File: src/mandelbrot_escape_time_gray_assert.svh
// ----------------------------------------------------------------------------
// Assertion macros for the escape-time pixel evaluator.
// ----------------------------------------------------------------------------
`ifndef MANDELBROT_ESCAPE_TIME_GRAY_ASSERT_SVH
`define MANDELBROT_ESCAPE_TIME_GRAY_ASSERT_SVH

// The consequent must hold in the same cycle as the antecedent.
`define METG_ASSERT_NOW(label, clk, rst_n, ante, cons) \
  label: assert property (@(posedge clk) disable iff (!rst_n) (ante) |-> (cons)) \
    else $error("assertion failed");

// The consequent must hold in the cycle after the antecedent.
`define METG_ASSERT_NEXT(label, clk, rst_n, ante, cons) \
  label: assert property (@(posedge clk) disable iff (!rst_n) (ante) |=> (cons)) \
    else $error("assertion failed");

`endif

File: src/metg_pkg.sv
// ----------------------------------------------------------------------------
// metg_pkg
// Shared constants and types of the escape-time pixel evaluator.
// ----------------------------------------------------------------------------
`timescale 1ns / 1ps
`default_nettype none

package metg_pkg;

  // Configuration register indexes.
  localparam int CFG_IDX_W = 3;
  localparam logic [CFG_IDX_W-1:0] CFG_X_MIN    = 3'd0;
  localparam logic [CFG_IDX_W-1:0] CFG_X_MAX    = 3'd1;
  localparam logic [CFG_IDX_W-1:0] CFG_Y_MIN    = 3'd2;
  localparam logic [CFG_IDX_W-1:0] CFG_Y_MAX    = 3'd3;
  localparam logic [CFG_IDX_W-1:0] CFG_WIDTH    = 3'd4;
  localparam logic [CFG_IDX_W-1:0] CFG_HEIGHT   = 3'd5;
  localparam logic [CFG_IDX_W-1:0] CFG_MAX_ITER = 3'd6;

  // Image size registers are this wide.
  localparam int SIZE_W = 13;

  // Reset values of the configuration registers.
  localparam int RST_X_MIN    = -398226683;
  localparam int RST_X_MAX    = 551932825;
  localparam int RST_Y_MIN    = -471267971;
  localparam int RST_Y_MAX    = 478891538;
  localparam int RST_SIZE     = 500;
  localparam int RST_MAX_ITER = 1000;

  // Full-scale gray level.
  localparam logic [7:0] GRAY_MAX = 8'd255;

  typedef struct packed {
    logic busy;
    logic done;
  } div_stat_t;

endpackage

`default_nettype wire

File: src/metg_divider.sv
// ----------------------------------------------------------------------------
// metg_divider
// Restoring unsigned divider, one quotient bit per cycle.
// ----------------------------------------------------------------------------
`timescale 1ns / 1ps
`default_nettype none

module metg_divider #(
  parameter int NUM_W = 45,
  parameter int DEN_W = 16
) (
  input  wire logic                clk_i,
  input  wire logic                rst_ni,
  input  wire logic                start_i,
  input  wire logic [NUM_W-1:0]    num_i,
  input  wire logic [DEN_W-1:0]    den_i,
  output metg_pkg::div_stat_t      stat_o,
  output logic      [NUM_W-1:0]    quot_o
);

  localparam int CNT_W = $clog2(NUM_W + 1);

  logic [NUM_W-1:0] quot_q;
  logic [DEN_W-1:0] rem_q;
  logic [DEN_W-1:0] den_q;
  logic [CNT_W-1:0] cnt_q;
  logic             busy_q;
  logic             done_q;

  logic [DEN_W:0]   trial;
  logic [DEN_W:0]   diff;
  logic             take;

  // The remainder stays below the divisor, so one extra bit holds the trial.
  assign trial = {rem_q, quot_q[NUM_W-1]};
  assign diff  = trial - {1'b0, den_q};
  assign take  = trial >= {1'b0, den_q};

  always_ff @(posedge clk_i or negedge rst_ni) begin
    if (!rst_ni) begin
      busy_q <= 1'b0;
      done_q <= 1'b0;
      cnt_q  <= '0;
    end else begin
      done_q <= busy_q && !start_i && (cnt_q == CNT_W'(1));
      if (start_i) begin
        busy_q <= 1'b1;
        cnt_q  <= CNT_W'(NUM_W);
      end else if (busy_q) begin
        cnt_q <= cnt_q - 1'b1;
        if (cnt_q == CNT_W'(1)) begin
          busy_q <= 1'b0;
        end
      end
    end
  end

  // The numerator register shifts out dividend bits and takes in quotient bits.
  always_ff @(posedge clk_i) begin
    if (start_i) begin
      quot_q <= num_i;
      rem_q  <= '0;
      den_q  <= den_i;
    end else if (busy_q) begin
      quot_q <= {quot_q[NUM_W-2:0], take};
      rem_q  <= take ? diff[DEN_W-1:0] : trial[DEN_W-1:0];
    end
  end

  assign stat_o.busy = busy_q;
  assign stat_o.done = done_q;
  assign quot_o      = quot_q;

endmodule

`default_nettype wire

File: config.mk
export PLATFORM = sky130hd
export DESIGN_NAME = metg_divider
export DESIGN_NICKNAME = d
export VERILOG_FILES = /design/src/mandelbrot_escape_time_gray_assert.svh /design/src/metg_pkg.sv /design/src/metg_divider.sv
export SDC_FILE = /design/constraint.sdc
export NUM_CORES = 1
export LEC_CHECK = 0
export ABC_AREA = 1
export BUFFER_PORTS_ARGS = -buffer_cell sky130_fd_sc_hd__buf_2
export CAP_MARGIN = 40
export CELL_PAD_IN_SITES_DETAIL_PLACEMENT = 1
export CELL_PAD_IN_SITES_GLOBAL_PLACEMENT = 1
export CORE_ASPECT_RATIO = 1.75
export CORE_MARGIN = 8
export CORE_UTILIZATION = 40
export CTS_CLUSTER_SIZE = 10
export DETAILED_ROUTE_END_ITERATION = 12
export PLACE_DENSITY = 0.81
export SLEW_MARGIN = 20
export SYNTH_ARGS = -nofsm -noshare
export SYNTH_HDL_FRONTEND = slang
export SYNTH_SLANG_ARGS = --single-unit
export TNS_END_PERCENT = 5
File: constraint.sdc
create_clock -name clk_i -period 2.45 [get_ports clk_i]
set_clock_uncertainty 0.1 [all_clocks]
set_input_delay 0.3675 -clock clk_i [delete_from_list [all_inputs] [get_ports clk_i]]
set_output_delay 0.3675 -clock clk_i [all_outputs]
set_load 0.02 [all_outputs]
==> impl_metrics.tcl <==
set metrics [dict create \
    route.final.wire_length_um 14700 \
    wire_per_inst_um 17.3 \
    antenna_found_initial 0 \
    cts_inserted_buffers 9 \
    finalWeightedCongestion 0.841 \
    crit_path_max_fanout 18 \
    post-route-min-period_ps 2220 \
    power_leakage_nw 3.11 \
    count_of_flip_flops_with_a_built_in_enable_after_synthesis 61 \
    stdcell_area_sq_mm 0.00579 \
    fp.dieW_um 98.7 \
    route.vias.total 4269 \
    p_int_mw 3.50 \
    clock_latency_on_the_worst_skew_pair_ps 340 \
    initial_utilization_pct 40.3 \
    outcome "finished clean" \
    p_seq_share_pct 33.2 \
    tightestPinTransition_ps 528 \
    port_buffers 110 \
    power.share.combinational_pct 42.1 \
    cts_max_path_buffers 2 \
    ioPinCount 111 \
    clock_power_share_pct 24.7 \
    reg2reg_depth 13 \
    postCtsSetupBuffers 0 \
    holdCritPathClass "primary input to register" \
    antenna-diode-count 0 \
    detailed_place.area_sq_mm 0.00547 \
    pins_over_their_slew_limit 0 \
    design.core.area_sq_mm 0.0119 \
    avg_cell_area_syn_sq_um 8.02 \
    drc 0 \
    netlist-cell-type-count 38 \
    grt_first_pass_wirelength_um 23900 \
    final_hold_viol_count 0 \
    worst_ep_arrival_time_ps 2380 \
    ant_nets 0 \
    stdcell_count 850 \
    floorplan.die.height_um 161 \
    synth-main-ff-cell "edfxtp_1" \
    critical_path_required_ps 2600 \
    fin_nets 791 \
    layout_worst_path_cycle_share_pct 90.8 \
    viasPerCell 5.02 \
    number_of_global_route_vias_before_repair 4943 \
    power.density_mw_per_mm2 1010 \
    area_delta_synth_final_pct 20.9 \
    power.net_switching_mw 2.34 \
    setup-tns-final_ps 0 \
    slew_headroom_pct 64.8 \
    setup-violations-final 0 \
    unrepaired_setup_endpoints_after_global_routing "no" \
    synth_cells 597 \
    global_route.usage.total_pct 19.2 \
    synth.ff_latch_count 85 \
    drt_pre_antenna_iters 5 \
    layout-drive-gt1-share_pct 23.4 \
    final_cell_mix "nand2_1 (257), buf_2 (110), inv_1 (80), edfxtp_1 (61), nand3_1 (42)" \
    layout.core_utilization_pct 48.8 \
    layout.cells.most_common "nand2_1" \
    synthesis.nets 680 \
    cts_tree "built" \
    vdd_ir_drop_max_mv 0.694 \
    min_delay_path_depth 1 \
    worst_setup_path_category "register to register" \
    floorplan.rows 53 \
    design.die.area_sq_mm 0.0159 \
    yosys_warnings 0 \
    ys_seq_area_share_pct 49.1 \
    maximum_clock_frequency_ghz 0.450 \
    count_of_max_cap_constraint_violations 0 \
    drt_first_iter_violations 140 \
    synth-async-reset-ratio_pct 9.41 \
    clock-sinks 85 \
    start_kind "register" \
    netlist_area_sq_mm 0.00479 \
    grt_start_max_net_pins 52 \
    grt.overflow.total 0 \
    ctsRootBufferMaster "clkbuf_16" \
    cts.clk_slew.worst_paths_ps 60 \
    setup.worst_path.end_class "register" \
    power.switching_fraction_pct 40.0 \
    dpl.cell_count 833 \
    dp.final_hpwl_um 11200 \
    fin_worst_hold_slack_ps 104 \
    cts-htree-levels 3 \
]
==> flip-flops by register name, indices dropped and copies added (netlist names) <==
name and count:
busy_q 1, quot_o 45, rem_q 16, den_q 16, done_q 1, cnt_q 6
==> worst max-delay path: stages (launching register included) <==
cell,delay (ps)
edfxtp_1,380
inv_1,80
ha_1,290
nand2_1,110
nand2_1,100
nand2_1,80
nand2_1,70
nand2_1,80
nand2_2,120
nor2_8,300
nand2_8,160
nand2_1,90
nand3_1,70
o21ai_1,110
==> cells in the mapped netlist, types with 2 or more instances <==
master / instances / area (sq um)
nand2_1: 257 / 965
inv_1: 81 / 304
edfxtp_1: 61 / 1830
nand3_1: 42 / 210
nor2_1: 22 / 82.6
ha_1: 18 / 225
dfxtp_1: 16 / 320
clkbuf_1: 10 / 37.5
nand2_2: 10 / 62.6
a21oi_1: 8 / 40.0
dfrtp_1: 8 / 200
inv_2: 8 / 30.0
o21ai_0: 7 / 35.0
nand3_2: 6 / 60.1
nand3b_1: 5 / 37.5
nand4_1: 5 / 31.3
xnor2_1: 4 / 35.0
nor2_2: 3 / 18.8
buf_4: 2 / 15.0
buf_6: 2 / 22.5
nand2_4: 2 / 22.5
nor2_8: 2 / 40.0
o21ai_1: 2 / 10.0
xor2_1: 2 / 17.5
==> logic make-up after synthesis <==
kind of cell	share of synthesized area, %
and+or+nand+nor	33.3
buffers and inverters	9.14
DFF	49.1
AOI/OAI and AO/OA	2.22
adders and majority gates	5.12
xor gates and xnor gates	1.10
==> cell type report <==
class | count | area [sq um]
fill | 1472 | 6080
inverter | 89 | 334
sequential | 85 | 2350
multi-input combinational | 406 | 2000
timing repair buffer | 117 | 618
clock buffer | 13 | 272
tap | 137 | 171
clock inverter | 3 | 42.5
==> stage by stage <==
step,power [mW],setup slack (ps)
2_1_floorplan,3.79,512
3_3_place_gp,4.30,356
6_report,5.84,226
4_1_cts,5.89,217
3_5_place_dp,4.39,274
5_1_grt,6.23,80.5
==> timing repair <==
item,4_1_cts,5_1_grt
hold buffers,1,0
endpoints found under the hold margin,8,0
endpoints found under the setup margin,0,0
gates resized for setup,0,0
==> routing by layer <==
metal  track usage (%)  vias to the layer above  routed length (um)  share of wire, %
li1                  -                     2086                   -                 -
met1              16.8                     2016                5010                34
met2              36.8                      129                8180                55
met3              5.98                       38                 915               6.2
met4              11.0                        0                 636               4.3
met5                 0                        -                   0                 0
==> final timing paths <==
kind | start | endpoint | slack, ps
hold reg to reg | rem_q[12] | rem_q[12] | 390
max in group asynchronous | rst_ni | busy_q | 1770
setup reg to reg | den_q[10] | rem_q[6] | 230
setup / recovery | den_q[10] | rem_q[6] | 230
hold / removal | den_i[11] | den_q[11] | 100
min in group asynchronous | rst_ni | cnt_q[3] | 300
==> power by group through the flow <==
stage	logic, mW	registers [mW]	clock network [mW]
final	2.46	1.94	1.44
after global routing	2.75	1.97	1.51
after CTS	2.49	1.94	1.46
after detailed placement	2.43	1.96	0
after global placement	2.35	1.95	0
after floorplan	1.77	2.01	0
Note: power is estimated with default switching activity, not from simulation.
